**src/rtl/nstm_pkg.sv**
```systemverilog
// ----------------------------------------------------------------------------
// nstm_pkg
// Shared codes of the nine-slice texture mapper: register indexes, slice
// codes along one axis and the highest segment number.
// ----------------------------------------------------------------------------
`timescale 1ns / 1ps
`default_nettype none

package nstm_pkg;

  // configuration register indexes
  typedef enum logic [2:0] {
    REG_LEFT   = 3'd0,
    REG_MIDW   = 3'd1,
    REG_RIGHT  = 3'd2,
    REG_TOP    = 3'd3,
    REG_MIDH   = 3'd4,
    REG_BOTTOM = 3'd5,
    REG_BOXW   = 3'd6,
    REG_BOXH   = 3'd7
  } cfg_reg_t;

  localparam int CFG_IDX_BITS = 3;

  // slice along one axis
  localparam logic [1:0] SEL_FIRST = 2'd0;
  localparam logic [1:0] SEL_MID   = 2'd1;
  localparam logic [1:0] SEL_LAST  = 2'd2;

  // bottom-right segment
  localparam logic [3:0] SEG_LAST = 4'd8;

endpackage

`default_nettype wire

```
**src/rtl/nine_slice_texture_mapper.sv**
```systemverilog
// ----------------------------------------------------------------------------
// nine_slice_texture_mapper
// Maps an output pixel of a nine-slice scaled box to a source segment and
// the coordinate inside it; stretched spans use an exact integer quotient.
// ----------------------------------------------------------------------------
//  channel  | handshake        | payload
//  ---------+------------------+------------------------------------------
//  in       | in_valid/stall   | in_out_x, in_out_y
//  out      | out_valid/stall  | out_segment, out_src_x, out_src_y,
//           |                  | out_in_range
//  cfg      | cfg_we           | cfg_index, cfg_data
//
// One word per clock while the output is not stalled; the restoring divider
// resolves one quotient bit per pipeline stage.
// rst_n (synchronous) clears the valid bits and the configuration registers to zero.
// A stalled output freezes the whole pipeline; bubbles still drain into the
// output register, so in_stall is only raised while a word waits there.
// ----------------------------------------------------------------------------
`timescale 1ns / 1ps
`default_nettype none

module nine_slice_texture_mapper
  import nstm_pkg::*;
#(
  parameter int COORD_BITS = 12
) (
  input  wire logic                    clk,
  input  wire logic                    rst_n,
  // input words
  input  wire logic                    in_valid,
  output logic                         in_stall,
  input  wire logic [COORD_BITS-1:0]   in_out_x,
  input  wire logic [COORD_BITS-1:0]   in_out_y,
  // result words
  output logic                         out_valid,
  input  wire logic                    out_stall,
  output logic [3:0]                   out_segment,
  output logic [COORD_BITS-1:0]        out_src_x,
  output logic [COORD_BITS-1:0]        out_src_y,
  output logic                         out_in_range,
  // configuration
  input  wire logic                    cfg_we,
  input  wire logic [CFG_IDX_BITS-1:0] cfg_index,
  input  wire logic [COORD_BITS-1:0]   cfg_data
);

  localparam int CB   = COORD_BITS;
  localparam int NSTG = CB + 2;   // front, multiply, one stage per quotient bit

  // per-axis pipeline payload
  typedef struct packed {
    logic [1:0]      sel;   // slice code
    logic [CB-1:0]   lin;   // local coordinate for unscaled slices
    logic [CB-1:0]   span;  // stretch divisor
    logic [2*CB-1:0] work;  // {remainder, dividend low / quotient}
  } ax_t;

  typedef struct packed {
    logic rng;
    ax_t  ax;
    ax_t  ay;
  } stg_t;

  // configuration registers
  logic [CB-1:0] left_r, midw_r, right_r, top_r, midh_r, bottom_r, boxw_r, boxh_r;

  always_ff @(posedge clk) begin
    if (!rst_n) begin
      left_r   <= '0;
      midw_r   <= '0;
      right_r  <= '0;
      top_r    <= '0;
      midh_r   <= '0;
      bottom_r <= '0;
      boxw_r   <= '0;
      boxh_r   <= '0;
    end else if (cfg_we) begin
      case (cfg_index)
        REG_LEFT:   left_r   <= cfg_data;
        REG_MIDW:   midw_r   <= cfg_data;
        REG_RIGHT:  right_r  <= cfg_data;
        REG_TOP:    top_r    <= cfg_data;
        REG_MIDH:   midh_r   <= cfg_data;
        REG_BOTTOM: bottom_r <= cfg_data;
        REG_BOXW:   boxw_r   <= cfg_data;
        REG_BOXH:   boxh_r   <= cfg_data;
        default: ;
      endcase
    end
  end

  // slice select for one axis; box smaller than first plus last falls through
  function automatic ax_t map_front(logic [CB-1:0] pos, logic [CB-1:0] first,
                                    logic [CB-1:0] last, logic [CB-1:0] size);
    logic [CB:0] sum;
    ax_t         r;
    sum    = {1'b0, pos} + {1'b0, last};
    r.span = size - first - last;
    r.work = {{CB{1'b0}}, pos - first};
    if (pos < first) begin
      r.sel = SEL_FIRST;
      r.lin = pos;
    end else if (sum < {1'b0, size}) begin
      r.sel = SEL_MID;
      r.lin = '0;
    end else begin
      r.sel = SEL_LAST;
      r.lin = CB'(sum - {1'b0, size});
    end
    return r;
  endfunction

  // product (pos - first) * middle
  function automatic ax_t mul_step(ax_t a, logic [CB-1:0] mid);
    ax_t r;
    r      = a;
    r.work = (2*CB)'(a.work[CB-1:0]) * (2*CB)'(mid);
    return r;
  endfunction

  // one restoring division step: quotient bit shifts in at the bottom
  function automatic ax_t div_step(ax_t a);
    logic [CB:0] trial;
    logic        q;
    ax_t         r;
    r     = a;
    trial = {a.work[2*CB-1:CB], a.work[CB-1]};
    q     = (trial >= {1'b0, a.span});
    if (q) begin
      r.work[2*CB-1:CB] = CB'(trial - {1'b0, a.span});
    end else begin
      r.work[2*CB-1:CB] = trial[CB-1:0];
    end
    r.work[CB-1:0] = {a.work[CB-2:0], q};
    return r;
  endfunction

  // pipeline control: everything moves unless a result waits at the output
  logic advance;
  logic out_valid_r;

  assign advance  = !out_valid_r || !out_stall;
  assign in_stall = !advance;

  stg_t stg_r   [NSTG];
  stg_t stg_nxt [NSTG];
  logic vld_r   [NSTG];

  // front stage: range test and slice select
  always_comb begin
    stg_nxt[0].rng = (in_out_x < boxw_r) && (in_out_y < boxh_r);
    stg_nxt[0].ax  = map_front(in_out_x, left_r, right_r, boxw_r);
    stg_nxt[0].ay  = map_front(in_out_y, top_r, bottom_r, boxh_r);
  end

  // multiply stage
  always_comb begin
    stg_nxt[1].rng = stg_r[0].rng;
    stg_nxt[1].ax  = mul_step(stg_r[0].ax, midw_r);
    stg_nxt[1].ay  = mul_step(stg_r[0].ay, midh_r);
  end

  // divider stages
  for (genvar k = 2; k < NSTG; k++) begin : g_div
    always_comb begin
      stg_nxt[k].rng = stg_r[k-1].rng;
      stg_nxt[k].ax  = div_step(stg_r[k-1].ax);
      stg_nxt[k].ay  = div_step(stg_r[k-1].ay);
    end
  end

  // stage registers and their valid bits
  always_ff @(posedge clk) begin
    if (!rst_n) begin
      for (int i = 0; i < NSTG; i++) vld_r[i] <= 1'b0;
    end else if (advance) begin
      vld_r[0] <= in_valid;
      for (int i = 1; i < NSTG; i++) vld_r[i] <= vld_r[i-1];
    end
  end

  always_ff @(posedge clk) begin
    if (advance) begin
      for (int i = 0; i < NSTG; i++) stg_r[i] <= stg_nxt[i];
    end
  end

  // output formatting
  stg_t          fin;
  logic [3:0]    seg_nxt;
  logic [CB-1:0] sx_nxt, sy_nxt;

  always_comb begin
    fin     = stg_r[NSTG-1];
    seg_nxt = ({2'b00, fin.ay.sel} << 1) + {2'b00, fin.ay.sel} + {2'b00, fin.ax.sel};
    sx_nxt  = (fin.ax.sel == SEL_MID) ? fin.ax.work[CB-1:0] : fin.ax.lin;
    sy_nxt  = (fin.ay.sel == SEL_MID) ? fin.ay.work[CB-1:0] : fin.ay.lin;
    if (!fin.rng) begin
      seg_nxt = '0;
      sx_nxt  = '0;
      sy_nxt  = '0;
    end
  end

  logic [3:0]    seg_r;
  logic [CB-1:0] sx_r, sy_r;
  logic          rng_r;

  always_ff @(posedge clk) begin
    if (!rst_n) begin
      out_valid_r <= 1'b0;
    end else if (advance) begin
      out_valid_r <= vld_r[NSTG-1];
    end
  end

  always_ff @(posedge clk) begin
    if (advance) begin
      seg_r <= seg_nxt;
      sx_r  <= sx_nxt;
      sy_r  <= sy_nxt;
      rng_r <= fin.rng;
    end
  end

  assign out_valid    = out_valid_r;
  assign out_segment  = seg_r;
  assign out_src_x    = sx_r;
  assign out_src_y    = sy_r;
  assign out_in_range = rng_r;

endmodule

`default_nettype wire

```
**config.mk**
```make
export PLATFORM = sky130hd
export DESIGN_NAME = nine_slice_texture_mapper
export DESIGN_NICKNAME = d
export VERILOG_FILES = /design/src/rtl/nstm_pkg.sv /design/src/rtl/nine_slice_texture_mapper.sv
export SDC_FILE = /design/constraint.sdc
export NUM_CORES = 2
export LEC_CHECK = 0
export ABC_AREA = 0
export ABC_CLOCK_PERIOD_IN_PS = 59700
export BUFFER_PORTS_ARGS = -buffer_cell sky130_fd_sc_hd__clkbuf_2
export CAP_MARGIN = 20
export CORE_MARGIN = 5
export CORE_UTILIZATION = 60
export CTS_BUF_LIST = sky130_fd_sc_hd__clkbuf_16
export CTS_CLUSTER_DIAMETER = 200
export DETAILED_ROUTE_END_ITERATION = 6
export HOLD_SLACK_MARGIN = 0.15
export PLACE_DENSITY = 0.86
export REMOVE_ABC_BUFFERS = 1
export SLEW_MARGIN = 0
export SYNTH_ARGS = -nofsm -noshare
export SYNTH_HDL_FRONTEND = slang
export SYNTH_SLANG_ARGS = --single-unit
```
**constraint.sdc**
```tcl
create_clock -name clk -period 59.7 [get_ports clk]
set_input_delay 8.955 -clock clk [delete_from_list [all_inputs] [get_ports clk]]
set_output_delay 8.955 -clock clk [all_outputs]
set_load 0.01 [all_outputs]
```
# Yosys cells after proc, flatten, opt, wreduce, memory -nomap -nowiden
# Memories as Yosys holds them, arrays and structs flattened. A register that Yosys moved wholly into a read port is not among the register bits.
# Index checks and enable logic that the tools add are counted.
dict set report totals {
  n_memories 2
  ram_bits 1428
  wordCells 169
  ff_bits 125
  inputBits 44
}
dict set report classes {
  mul 2
  n_addsub 36
  order_cmp 30
  n_bitwise 14
  reduce_logical 15
  n_mux 49
  n_eq_ne 9
}
# name words word_bits read_ports rd_clocked_by_memory_dff wr line
set mem_list {}
lappend mem_list {stg_r 14 101 14 0 14 nine_slice_texture_mapper.sv:145} ;# stg_t stg_r [NSTG];
lappend mem_list {vld_r 14 1 14 1 14 nine_slice_texture_mapper.sv:147} ;# logic vld_r [NSTG];
# cell n
set ops {}
lappend ops {{$sub 12x12->12} 32}
lappend ops {{$ge 13x12->1} 24}
lappend ops {{$mux 12} 26}
lappend ops {{$mux 14} 4}
lappend ops {{$lt 12x12->1} 4}
lappend ops {{$mul 12x12->24} 2}
lappend ops {{$add 12x12->13} 2}
lappend ops {{$lt 13x12->1} 2}
lappend ops {{$mux 1} 19}
lappend ops {{$reduce_and 2->1} 8}
lappend ops {{$or 1x1->1} 14}
lappend ops {{$eq 3x3->1 const B} 4}
lappend ops {{$eq 3x2->1 const B} 2}
lappend ops {{$add 3x2->4} 1}
lappend ops {{$add 4x2->4} 1}
lappend ops {{$eq 2x1->1 const B} 2}
lappend ops {{$logic_not 1->1} 4}
lappend ops {{$eq 3x1->1 const B} 1}
lappend ops {{$logic_not 3->1} 1}
lappend ops {{$logic_and 1x1->1} 1}
lappend ops {{$logic_or 1x1->1} 1}

# Longest topological paths before layout
dict set report depth {
  depth_word 6
  mapped_depth 21
  mapped_depth_nobuf 20
}

# Worst setup path after synthesis
# OpenSTA, ideal clock, no wires.
dict set report synth_timing {
  path_kind {input -> register}
  start {input out_stall}
  end {memory vld_r[9] (data pin)}
  slack_ns 10.510
  arrival_time_ns 48.849
  stages 3
  n_path_buf 1
  cell_sequence {nand2_1 > clkbuf_1 > and3_1}
}
# element line
set synth_rtl {}
lappend synth_rtl {{from (decl)} nine_slice_texture_mapper.sv:36} ;# input wire logic out_stall,
lappend synth_rtl {{to (decl)} nine_slice_texture_mapper.sv:147}

# Worst setup path after layout
dict set report layout_timing {
  start {input out_stall}
  end {output in_stall}
}
dict set report layout_via {
  elab_chain_cells 3
}
# element line
set layout_rtl {}
lappend layout_rtl {{$logic_not 1->1} nine_slice_texture_mapper.sv:142} ;# assign advance = !out_valid_r || !out_stall;
lappend layout_rtl {{$logic_or 1x1->1} nine_slice_texture_mapper.sv:142}
lappend layout_rtl {{$logic_not 1->1} nine_slice_texture_mapper.sv:143} ;# assign in_stall = !advance;
lappend layout_rtl {{to (decl)} nine_slice_texture_mapper.sv:31} ;# output logic in_stall,
# Every way passes these cells.

==> impl_metrics.toml <==
[status]
status = "completed"

[cts]
cts_root_buf = "clkbuf_16"
cts_sinks = 1482
cts-buffers-inserted = 146
clkLatencyLatePin_ns = 0.78
cts_tree = "done"
ctsResizeCount = 0
cts_setup_buffers = 0
htreeDepth = 4
cts_hold_buf = 0
clk_pin_slew_worst_paths_ns = 0.06
cts_buffer_depth = 3

[routing]
via_per_inst = 5.67
drcViolationCount = 0
wl_per_cell_um = 17.7
drt_first_pass_iters = 6
postRouteAntennaNets = 0
vias = 44300
finalWirelength_um = 138000
initialDrtViolationCount = 3295

[timing]
fmax_mhz = 51.9
finalCriticalPeriod_ns = 19.26
hold_viol_final = 0
finalSetupTns_ns = 0
rsz0062_at_grt = "false"
finalSetupViolations = 0
slew_viol_final = 0
fin_crit_sh_pct = 32.3
skew_ns = 0.0429
tightest_slew_ns = 1.13
maxSlewHeadroom_pct = 24.7

[logic_synthesis]
synth_area_sq_um = 75900
synth_edf_count = 1376
syn_inst = 5923
yosysTopAreaCell = "edfxtp_1"
synth_ff_type = "edfxtp_1"
synth_warnings = 0
synth.distinct_cells = 77
async_reset_ff_share_pct = 0
netlist.area_leader.share_pct = 54.4
ys_seq_area_share_pct = 57.2
ys_ff_latch = 1482
ys_top_cells_by_area = "edfxtp_1, ha_1, fa_1"
avgSynthCellArea_sq_um = 12.8

[worst_setup_path]
critPathMaxStageDelay_ns = 0.62
cp_num_buf_inv = 3
r2r_slack_ns = 53.70
worstSetupPathType = "in -> out"
start_kind = "input pin"
crit_cells = 4
critPathTopFamily = "buffers and inverters"
worstPathArrival_ns = 10.31
cp_slowest_cell = "nand2_4"
ff2ff_path_depth = 19
crit_top_cell = "clkbuf_2"
worstPathMaxFanout = 61
crit_chain = "clkbuf_2 > nand2_4 > inv_1 > clkbuf_2"
cp-end-kind = "output port"
crit_required_ns = 50.75

[min_path]
hold_depth = 0
hold_class = "reg -> reg"

[die]
fp.coreArea_sq_um = 126000
rows = 130
start_util_pct = 60.4
die_x_um = 366
die_y_um = 366
die-area_sq_um = 134000
ios = 75

[placed_design]
gp_congestion = 0.920
port_buffers = 74
dpl.hpwl_um = 92600
placedCellCount = 7529

[cells_and_area]
num_antenna_cells = 0
fin_nets = 6867
final_cells = 7809
drive_gt1_share_pct = 7.50
area_delta_synth_final_pct = 9.37

[power]
max-vdd-ir-drop_mv = 0.0307
power.density_nw_per_um2 = 46.5
leakagePower_nw = 36.0

[grt]
first_global_vias = 45900
antenna_found_initial = 2
grt_max_degree = 222
grt_usage_pct = 21.0
overflow = 0
grt_pass1_wl_um = 229000

[job]
cap_violations = 0
-- final timing paths --
path	startpoint	endpoint
setup reg to reg	stg_r[0][53]	stg_r[0][173]
hold / removal	stg_r[0][706]	stg_r[0][807]
setup / recovery	out_stall	in_stall
hold reg to reg	stg_r[0][706]	stg_r[0][807]
-- per-stage QoR --
stage	util (%)	area, sq um	hold slack, ns	power [mW]	worst slack (ns)
after floorplan	-	75200	0.400	2.58	5.97
after global placement	61.9	77800	0.400	2.79	40.48
after global routing	66.0	83000	0.383	4.09	40.30
final	66.0	83000	0.380	3.86	40.44
after detailed placement	61.9	77800	0.405	2.88	40.40
after CTS	65.9	82900	0.376	3.86	40.40
-- layout by cell type (no fill, tap or decap), types with 98 or more instances in the layout --
cell type,synthesis,layout
edfxtp_1,1376,1376
a21oi_1,220,220
a21boi_0,124,124
xnor2_1,153,153
nor2b_1,98,98
ha_1,535,535
inv_1,736,760
nor2_1,114,114
o21ai_0,243,243
xor2_1,146,146
clkbuf_16,0,146
mux2_2,105,105
a21o_1,125,125
and2_1,137,137
nand2_1,691,690
dfxtp_1,106,106
fa_1,252,252
-- metal layers --
layer	wire, um	track usage [%]	vias up
li1	-	-	21000
met1	54400	25.4	21500
met2	70900	37.7	1322
met3	7040	3.46	396
met4	5690	8.63	2
met5	20	0	-
-- cells in the mapped netlist, types with 48 or more instances --
cell	count
a21boi_0	124
xor2_1	146
fa_1	252
o21a_1	67
ha_1	535
o21ai_0	243
nand4_1	48
edfxtp_1	1376
a21o_1	125
nor2_1	114
xnor2_1	153
and2_1	137
nand2_1	691
nor2b_1	98
nand2b_1	80
dfxtp_1	106
mux2_2	105
a21oi_1	220
clkbuf_1	86
inv_1	736
-- cells by family after synthesis --
family,Yosys count,synth area share [%]
buffers and inverters,870,4.51
AOI/OAI and AO/OA,1022,8.93
xor gates and xnor gates,299,3.45
muxes,161,2.35
adders and majority gates,787,15.5
and+or+nand+nor,1302,8.05
DFF,1482,57.2
-- report_power, final --
part,switching [mW],total (mW),internal [mW]
Combinational,0.718,1.28,0.566
Sequential,0.132,1.64,1.51
Clock,0.400,0.937,0.537
Total,1.25,3.86,2.61
-- sequential cells by signal, summed over array words and instances (netlist names) --
| signal | count |
|---|---|
| midw_r | 12 |
| left_r | 12 |
| stg_r | 1342 |
| boxh_r | 12 |
| out_segment | 4 |
| out_src_x | 12 |
| bottom_r | 12 |
| vld_r | 14 |
| out_src_y | 12 |
| midh_r | 12 |
| top_r | 12 |
| right_r | 12 |
| out_valid | 1 |
| out_in_range | 1 |
| boxw_r | 12 |
-- final cells by class --
cell class | count | area (sq um)
Tap cell | 1650 | 2060
Timing Repair Buffer | 99 | 666
Clock inverter | 125 | 1380
Clock buffer | 146 | 3650
Fill cell | 8375 | 42700
Sequential cell | 1482 | 43400
Multi-Input combinational cell | 3571 | 29000
Inverter | 736 | 2760
(Power assumes the default switching activity.)
